File: src/hdl/inw_pkg.sv
// Shared types and constants for the identifier word normalizer.
package inw_pkg;

  localparam int unsigned CodeW = 8;

  localparam logic [CodeW-1:0] SpaceCode = 8'd32;
  localparam logic [CodeW-1:0] EmptyCode = 8'd0;
  localparam logic [CodeW-1:0] UpperA    = 8'd65;
  localparam logic [CodeW-1:0] UpperZ    = 8'd90;
  localparam logic [CodeW-1:0] LowerA    = 8'd97;
  localparam logic [CodeW-1:0] LowerZ    = 8'd122;
  localparam logic [CodeW-1:0] Digit0    = 8'd48;
  localparam logic [CodeW-1:0] Digit9    = 8'd57;
  localparam logic [CodeW-1:0] CaseStep  = 8'd32;

  // Classification of one raw byte.
  typedef struct packed {
    logic             upper;
    logic             lower;
    logic             word;
    logic [CodeW-1:0] folded;
  } char_class_t;

endpackage

File: src/hdl/identifier_word_normalizer.sv
// Top level of the identifier word normalizer: input stage, word state, result register.
// An accepted item passes through the input stage and then the result register.
// Throughput: one item per cycle while the sink takes results; an item that needs an inserted
//   space first holds the input stage while the space goes out.
// Separators that cause no result are retired without output.
// Reset (rst_ni low, asynchronous) empties both stages and clears the word state.
module identifier_word_normalizer (
  input  logic                      clk_i,
  input  logic                      rst_ni,
  // Input byte stream
  input  logic                      s_axis_tvalid,
  output logic                      s_axis_tready,
  input  logic [7:0]                s_axis_tdata,   // [7:0] char_code
  input  logic                      s_axis_tlast,   // final_byte
  // Normalized byte stream
  output logic                      m_axis_tvalid,
  input  logic                      m_axis_tready,
  output logic [7:0]                m_axis_tdata,   // [7:0] out_code
  output logic                      m_axis_tuser,   // [0] has_byte
  output logic                      m_axis_tlast    // end_of_name
);

  // Input stage
  logic                      in_valid_q, in_valid_d;
  logic [inw_pkg::CodeW-1:0] in_code_q;
  logic                      in_last_q;

  // Word state carried between bytes of one identifier
  logic prev_word_q,  prev_word_d;
  logic prev_lower_q, prev_lower_d;
  logic space_pend_q, space_pend_d;

  // Set once the inserted space of the current input item has been loaded into the result register
  logic phase_q, phase_d;

  // Result register
  logic                      out_valid_q, out_valid_d;
  logic [inw_pkg::CodeW-1:0] out_code_q,  out_code_d;
  logic                      out_has_q,   out_has_d;
  logic                      out_end_q,   out_end_d;

  inw_pkg::char_class_t cls;

  logic out_free;
  logic no_result;
  logic need_space;
  logic load_out;
  logic consume;
  logic accept_in;

  inw_classify u_classify (
    .code_i  (in_code_q),
    .class_o (cls)
  );

  // Result register can take a new item when empty or being drained this cycle.
  assign out_free = !out_valid_q || m_axis_tready;

  // A separator that is not the last byte only updates state.
  assign no_result = !cls.word && !in_last_q;

  // A word byte opens with a space after a separator run that follows a word byte, or on a camelCase step.
  assign need_space = cls.word && !phase_q &&
                      (space_pend_q || (cls.upper && prev_lower_q));

  assign load_out  = in_valid_q && !no_result && out_free;
  assign consume   = in_valid_q && (no_result || (out_free && !need_space));
  assign accept_in = s_axis_tvalid && s_axis_tready;

  assign s_axis_tready = !in_valid_q || consume;

  always_comb begin
    in_valid_d   = in_valid_q;
    prev_word_d  = prev_word_q;
    prev_lower_d = prev_lower_q;
    space_pend_d = space_pend_q;
    phase_d      = phase_q;
    out_valid_d  = out_valid_q;
    out_code_d   = out_code_q;
    out_has_d    = out_has_q;
    out_end_d    = out_end_q;

    // Drop the result once the sink takes it.
    if (out_valid_q && m_axis_tready) begin
      out_valid_d = 1'b0;
    end

    if (load_out) begin
      out_valid_d = 1'b1;
      if (need_space) begin
        // Send the space first and hold the byte in the input stage.
        out_code_d = inw_pkg::SpaceCode;
        out_has_d  = 1'b1;
        out_end_d  = 1'b0;
        phase_d    = 1'b1;
      end else if (cls.word) begin
        out_code_d = cls.folded;
        out_has_d  = 1'b1;
        out_end_d  = in_last_q;
      end else begin
        // Separator as last byte: empty end marker, pending space is lost.
        out_code_d = inw_pkg::EmptyCode;
        out_has_d  = 1'b0;
        out_end_d  = 1'b1;
      end
    end

    if (consume) begin
      phase_d = 1'b0;
      if (in_last_q) begin
        prev_word_d  = 1'b0;
        prev_lower_d = 1'b0;
        space_pend_d = 1'b0;
      end else if (cls.word) begin
        prev_word_d  = 1'b1;
        prev_lower_d = cls.lower;
        space_pend_d = 1'b0;
      end else begin
        space_pend_d = space_pend_q || prev_word_q;
        prev_word_d  = 1'b0;
        prev_lower_d = 1'b0;
      end
    end

    // Advance the input stage.
    if (accept_in) begin
      in_valid_d = 1'b1;
    end else if (consume) begin
      in_valid_d = 1'b0;
    end
  end

  always_ff @(posedge clk_i or negedge rst_ni) begin
    if (!rst_ni) begin
      in_valid_q   <= 1'b0;
      prev_word_q  <= 1'b0;
      prev_lower_q <= 1'b0;
      space_pend_q <= 1'b0;
      phase_q      <= 1'b0;
      out_valid_q  <= 1'b0;
    end else begin
      in_valid_q   <= in_valid_d;
      prev_word_q  <= prev_word_d;
      prev_lower_q <= prev_lower_d;
      space_pend_q <= space_pend_d;
      phase_q      <= phase_d;
      out_valid_q  <= out_valid_d;
    end
  end

  // Payload registers
  always_ff @(posedge clk_i) begin
    if (accept_in) begin
      in_code_q <= s_axis_tdata;
      in_last_q <= s_axis_tlast;
    end
    out_code_q <= out_code_d;
    out_has_q  <= out_has_d;
    out_end_q  <= out_end_d;
  end

  assign m_axis_tvalid = out_valid_q;
  assign m_axis_tdata  = out_code_q;
  assign m_axis_tuser  = out_has_q;
  assign m_axis_tlast  = out_end_q;

  // The space phase only exists while its byte waits in the input stage.
  a_phase_has_item : assert property (@(posedge clk_i) disable iff (!rst_ni)
    phase_q |-> in_valid_q)
    else $error("space phase set with empty input stage");

  // A pending space always follows a separator, never a word byte.
  a_pend_not_word : assert property (@(posedge clk_i) disable iff (!rst_ni)
    space_pend_q |-> !prev_word_q)
    else $error("space pending right after a word byte");

  // An empty marker always closes the identifier.
  a_empty_is_end : assert property (@(posedge clk_i) disable iff (!rst_ni)
    (m_axis_tvalid && !m_axis_tuser) |-> m_axis_tlast)
    else $error("empty marker without end of name");

  // An inserted space is never the final result.
  a_space_not_end : assert property (@(posedge clk_i) disable iff (!rst_ni)
    (m_axis_tvalid && m_axis_tuser && (m_axis_tdata == inw_pkg::SpaceCode))
      |-> !m_axis_tlast)
    else $error("trailing space sent");

endmodule

File: src/hdl/inw_classify.sv
// Byte classifier: letter/digit detection and lower-case folding.
module inw_classify (
  input  logic [inw_pkg::CodeW-1:0] code_i,
  output inw_pkg::char_class_t      class_o
);

  logic upper;
  logic lower;
  logic digit;

  assign upper = (code_i >= inw_pkg::UpperA) && (code_i <= inw_pkg::UpperZ);
  assign lower = (code_i >= inw_pkg::LowerA) && (code_i <= inw_pkg::LowerZ);
  assign digit = (code_i >= inw_pkg::Digit0) && (code_i <= inw_pkg::Digit9);

  always_comb begin
    class_o.upper  = upper;
    class_o.lower  = lower;
    class_o.word   = upper || lower || digit;
    class_o.folded = upper ? (code_i + inw_pkg::CaseStep) : code_i;
  end

endmodule
File: config.mk
export PLATFORM = sky130hd
export DESIGN_NAME = identifier_word_normalizer
export DESIGN_NICKNAME = d
export VERILOG_FILES = /design/src/hdl/inw_pkg.sv /design/src/hdl/identifier_word_normalizer.sv /design/src/hdl/inw_classify.sv
export SDC_FILE = /design/constraint.sdc
export NUM_CORES = 1
export LEC_CHECK = 0
export BUFFER_PORTS_ARGS = -buffer_cell sky130_fd_sc_hd__buf_2
export CAP_MARGIN = 25
export CORE_ASPECT_RATIO = 1.4
export CORE_UTILIZATION = 40
export DETAILED_ROUTE_END_ITERATION = 12
export GPL_ROUTABILITY_DRIVEN = 1
export RECOVER_POWER = 50
export SETUP_SLACK_MARGIN = 0.3
export SKIP_LAST_GASP = 1
export SLEW_MARGIN = 10
export SYNTH_ARGS = -nofsm -noshare
export SYNTH_HDL_FRONTEND = slang
export SYNTH_SLANG_ARGS = --single-unit
File: constraint.sdc
create_clock -name clk_i -period 2.5 [get_ports clk_i]
set_input_delay 0.375 -clock clk_i [delete_from_list [all_inputs] [get_ports clk_i]]
set_output_delay 0.375 -clock clk_i [all_outputs]
set_load 0.02 [all_outputs]
After elaboration in Yosys (flattened, before gate mapping). Index checks and enable logic that the tools add are counted.

Logic and storage cells: 69. Bits of input ports: 13. Output and inout bits: 12. Bits in registers: 25.

Bitwise operators: 1. Reductions and logical operators: 33. Order comparisons: 6. Multiplexer cells: 16. Add/sub/neg operators: 1.

Operators with widths (number): 8-bit by 7-bit greater-or-equal comparator with 1-bit output, second input constant (2); 8-bit by 7-bit <= comparator with 1-bit output, second input constant (2); 1-bit 2-to-1 mux (14); 1-bit logical AND (13); 8-bit by 6-bit adder with 8-bit output, second input constant (1); 8-bit by 6-bit greater-or-equal comparator with 1-bit output, second input constant (1); 8-bit by 6-bit <= comparator with 1-bit output, second input constant (1); 8-bit 2-to-1 mux (1); 2-bit nonzero test (4); 1-bit logical NOT (7); 1-bit logical OR (7); 6-bit 2-to-1 mux (1); 2-bit AND reduction (1); 2-bit OR reduction (1); 1-bit inverter (1).

Logic depth before layout (Yosys ltp).
Depth after elaboration: 13. Mapped depth: 8. Mapped depth without buffers: 8.

Cells and area by module. A second synthesis with hierarchy kept.

Cells, all modules: 100. Area, all modules: 1204.9 um^2.

By module, submodules not included: identifier_word_normalizer (seq. area each 720.7 um^2, times used 1, cells each 71, area an instance 994.7 um^2); inw_classify (seq. area each 0.0 um^2, times used 1, cells each 29, area an instance 210.2 um^2).

Worst setup path before layout. OpenSTA, ideal clock, no wires.

Path type: reg-to-output. Start: reg in_code_q[2] (netlist name). End: out s_axis_tready. Required time: 2.125 ns. Setup slack: 0.025 ns. Cell stages (with the launch flop): 7. Buffers on the path: 0. Data arrival time: 2.100 ns. Cells stage by stage: edfxtp_1 nor4_4 a221oi_4 a311oi_4 inv_4 o21a_1 o21ai_0.

Word-level cells in the longest chain between the ends: 11. Elaborated cells between the ends (all ways): 22. Those cells by class: order compare: 6; reduce/logical: 16.

Ends and longest elaborated chain: from (decl) (RTL line identifier_word_normalizer.sv:25) `logic [inw_pkg::CodeW-1:0] in_code_q;`; from (signal assigned) (RTL line identifier_word_normalizer.sv:154) `in_code_q <= s_axis_tdata;`; 8-bit by 7-bit greater-or-equal comparator with 1-bit output (tied with other cells) (RTL line inw_classify.sv:11) `assign upper = (code_i >= inw_pkg::UpperA) && (code_i <= inw_pkg::UpperZ);`; 1-bit logical AND, on equally long branches (RTL line inw_classify.sv:11, inw_classify.sv:12); 1-bit logical OR (2 in series) (RTL line inw_classify.sv:18) `class_o.word = upper || lower || digit;`; 1-bit logical AND (2 in series) (RTL line identifier_word_normalizer.sv:63) `assign need_space = cls.word && !phase_q &&`; 1-bit logical NOT (RTL line identifier_word_normalizer.sv:67) `assign consume = in_valid_q && (no_result || (out_free && !need_space));`; 1-bit logical AND (RTL line identifier_word_normalizer.sv:67); 1-bit logical OR (*) (RTL line identifier_word_normalizer.sv:67); 1-bit logical AND (*) (RTL line identifier_word_normalizer.sv:67); 1-bit logical OR (*) (RTL line identifier_word_normalizer.sv:70) `assign s_axis_tready = !in_valid_q || consume;`; to (decl) (RTL line identifier_word_normalizer.sv:12) `output logic s_axis_tready,`.

Every way passes the cells marked *; elsewhere a longest branch is shown, timed or not.

Worst setup path after layout.
Start: reg in_code_q[5] (netlist name). End: out s_axis_tready.

Same word-level chain as after synthesis.

==> metrics.txt <==
setup repair after global routing missed its margin yes; via count of the first global-routing pass approximately 800; largest area contributor in the netlist sky130_fd_sc_hd__edfxtp_1; 1st-pass router iterations 3; total of max-cap violations 0; clock tree sinks 25; cells traversed along the worst timing path or3b_4 > a221oi_4 > a21oi_2 > nor2_2 > o21a_1 > o21ai_2 > buf_6; Max Fanout on Critical Path 6; worst clock skew roughly 0.011 ns; number of antenna-violating nets in the routed design 0; reported net switching power 0.000418 W; Detailed Place HPWL between 1000 and 1500 um; outcome completed; total of endpoints with negative setup slack in the final report 0; launching element type of the critical path flip-flop; count of standard-cell rows 23; average cell area after synthesis roughly 13 sq um; Worst EP required about 2.1 ns; Internal Power between 0.0008 and 0.0009 W; number of vias in the routed layout 875; overall global routing resource usage 0.144; proportion of synthesized chip area in sequential cells 0.596; portion of total power attributed to sequential cells 0.439; library cell used as clock root buffer sky130_fd_sc_hd__clkbuf_8; routed wire length per instance 13.2 um; worst supply voltage drop on vdd around 480 uV; post-detailed-routing wire length 2290 um; clock tree buffer depth 2; element type at the critical path end primary output; highest cell delay on the worst timing path about 0.47 ns; synthesized netlist cell count 92; timing-limited maximum frequency between 400 and 500 MHz; layout cells sized above 1 0.409; average via count per standard cell between 5 and 6; wire length of the first global-routing pass 3330 um; number of buffers added on ports 24; count of cells along the worst register-to-register path 10; number of library cell types mapped by synthesis 40; summed instance area of the synthesized netlist 1210 sq um; part of the power in combinational logic 0.378; Die Y-Extent between 60 and 70 um; leakage component of the power 0.656 nW; Mapped Nets 107; hold-critical path depth 1; Routed met1 length about 870 um; final critical-path share of the clock period 0.985; Inserted Clock Buffers 3; final-report max-slew violation count 0; highest routed layer met4; setup slack of the most critical reg-to-reg path about 0.12 ns; Yosys warning count 0; Relative slew margins 0.737; Synth-to-Final Area Change 36.6%; remaining global-route overflow 0; area of the core about 2900 sq um; cell count after placement 154; CTS tree yes; pre-CTS WS roughly 0.27 ns; drt first-iter violations 18; full die area about 3200 sq um; routed wl met2 1300 um; areal power density over the cells 792 nW/um^2; Slowest cell on crit path sky130_fd_sc_hd__edfxtp_1; flop and latch count out of synthesis 25; switching share of total power 0.320; utilization after layout 0.574; commonest non-fill, non-tap cells in the layout sky130_fd_sc_hd__edfxtp_1 (19), sky130_fd_sc_hd__clkbuf_1 (12), sky130_fd_sc_hd__buf_2 (11); initial antenna violation count 0; fillers ~260; Power, Total 0.00131 W; part of the total power dissipated in the clock network 0.184; Total Negative Setup Slacks 0 ns; number of top-level pins 25; most common cell after layout, fill and taps aside sky130_fd_sc_hd__edfxtp_1; cell types with the largest area share after synthesis sky130_fd_sc_hd__edfxtp_1 (47%), sky130_fd_sc_hd__dfrtp_1 (12%), sky130_fd_sc_hd__and2_1 (3.1%); proportion of netlist area held by the largest area contributor 0.472; Die Width a little under 50 um; total count of hold-check failures in the final report 0; nets approximately 150; data arrival time at the worst-slack endpoint 2.09 ns; Clock Latency Late Sink roughly 0.28 ns; Worst Slack Setup Final roughly 0.036 ns; RePlAce Congestion roughly 0.73; Min Clock Period, post-route 2.46 ns; H-tree levels 1; WS Path Type reg -> out; length of routed met3 wiring 82 um; Worst Tran Pin Value 0.394 ns; Diodes inserted 0; post-layout instance count excluding filler cells approximately 170; count of unresolved DRC violations after routing 0; clock slew at the register clock pins of the worst setup and hold paths about 0.090 ns; Initial Utilization 0.420; Hold Crit Class in -> reg; maximum number of pins on one net before global-route repair 15
[cells in the mapped netlist]
| master | number |
|---|---|
| sky130_fd_sc_hd__a211o_1 | 1 |
| sky130_fd_sc_hd__a211oi_1 | 1 |
| sky130_fd_sc_hd__a21o_1 | 1 |
| sky130_fd_sc_hd__a21o_2 | 1 |
| sky130_fd_sc_hd__a21oi_1 | 6 |
| sky130_fd_sc_hd__a21oi_2 | 1 |
| sky130_fd_sc_hd__a221oi_4 | 1 |
| sky130_fd_sc_hd__a311oi_4 | 1 |
| sky130_fd_sc_hd__a31o_2 | 1 |
| sky130_fd_sc_hd__a31oi_1 | 1 |
| sky130_fd_sc_hd__and2_1 | 6 |
| sky130_fd_sc_hd__and2_2 | 1 |
| sky130_fd_sc_hd__and3_1 | 1 |
| sky130_fd_sc_hd__buf_4 | 1 |
| sky130_fd_sc_hd__buf_6 | 1 |
| sky130_fd_sc_hd__dfrtp_1 | 6 |
| sky130_fd_sc_hd__edfxtp_1 | 19 |
| sky130_fd_sc_hd__ha_1 | 2 |
| sky130_fd_sc_hd__inv_1 | 5 |
| sky130_fd_sc_hd__inv_4 | 1 |
| sky130_fd_sc_hd__mux2i_1 | 2 |
| sky130_fd_sc_hd__nand2_1 | 7 |
| sky130_fd_sc_hd__nand2b_1 | 1 |
| sky130_fd_sc_hd__nand3b_1 | 1 |
| sky130_fd_sc_hd__nor2_1 | 5 |
| sky130_fd_sc_hd__nor2_2 | 1 |
| sky130_fd_sc_hd__nor2b_1 | 1 |
| sky130_fd_sc_hd__nor3_1 | 2 |
| sky130_fd_sc_hd__nor4_4 | 1 |
| sky130_fd_sc_hd__o211ai_1 | 1 |
| sky130_fd_sc_hd__o211ai_2 | 1 |
| sky130_fd_sc_hd__o21a_1 | 1 |
| sky130_fd_sc_hd__o21ai_0 | 3 |
| sky130_fd_sc_hd__o221a_1 | 1 |
| sky130_fd_sc_hd__o2bb2ai_1 | 1 |
| sky130_fd_sc_hd__o31a_2 | 1 |
| sky130_fd_sc_hd__o31ai_1 | 1 |
| sky130_fd_sc_hd__o32ai_1 | 1 |
| sky130_fd_sc_hd__or3_1 | 1 |
| sky130_fd_sc_hd__or3b_4 | 1 |
[cells by family after synthesis]
group,after synthesis,share of synthesized area
AOI/OAI and AO/OA,26,0.188
muxes,2,0.0166
and+or+nand+nor,29,0.142
adders and majority gates,2,0.0207
buffers and inverters,8,0.0362
DFF,25,0.596
[stage by stage]
| stage | hold slack, ns | area [sq um] |
|---|---|---|
| floorplan | 0.0794 | 1220 |
| global placement | 0.207 | 1390 |
| detailed placement | 0.206 | 1390 |
| CTS | 0.270 | 1560 |
| global route | 0.255 | 1650 |
| finish | 0.263 | 1650 |
[worst paths after layout]
kind,start,endpoint
hold reg to reg,prev_word_q,prev_word_q
setup reg to reg,in_code_q[3],in_code_q[1]
setup / recovery,in_code_q[5],s_axis_tready
hold / removal,s_axis_tlast,in_last_q
max in group asynchronous,rst_ni,prev_lower_q
min in group asynchronous,rst_ni,prev_word_q
[what timing repair did]
item,CTS,global route
pin swaps,6,8
buffers inserted,10,3
setup endpoints to repair,10,23
hold buffers,1,0
hold endpoints to repair,6,0
resized for setup,8,14
gates cloned,1,1
[routing by layer]
layer	vias up	global-route usage
li1	436	-
met1	415	0.128
met2	20	0.285
met3	4	0.0297
met4	0	0.0993
met5	-	0
[final cells by class]
cell class | count | area (sq um) | area share
tap | 37 | 46.3 | 0.0280
sequential | 25 | 721 | 0.436
clock inverter | 1 | 5.00 | 0.00303
multi-input combinational | 60 | 520 | 0.315
inverter | 6 | 25.0 | 0.0152
timing repair buffer | 42 | 293 | 0.177
clock buffer | 3 | 41.3 | 0.0250
[power by group through the flow]
stage / logic, W / registers (W) / clock network (W)
after global routing: 0.000527 / 0.000579 / 0.000260
after CTS: 0.000375 / 0.000571 / 0.000242
after floorplan: 0.000201 / 0.000599 / 0
after global placement: 0.000288 / 0.000578 / 0
after detailed placement: 0.000294 / 0.000580 / 0
final: 0.000494 / 0.000574 / 0.000240
[critical path: cells and delay by family (launching register included)]
family	cells	cell delay [ns]
and+or+nand+nor	2	0.57
DFF	1	0.47
AOI/OAI and AO/OA	4	0.63
buffers and inverters	1	0.14
No activity file was read; power rests on OpenSTA's default activity.
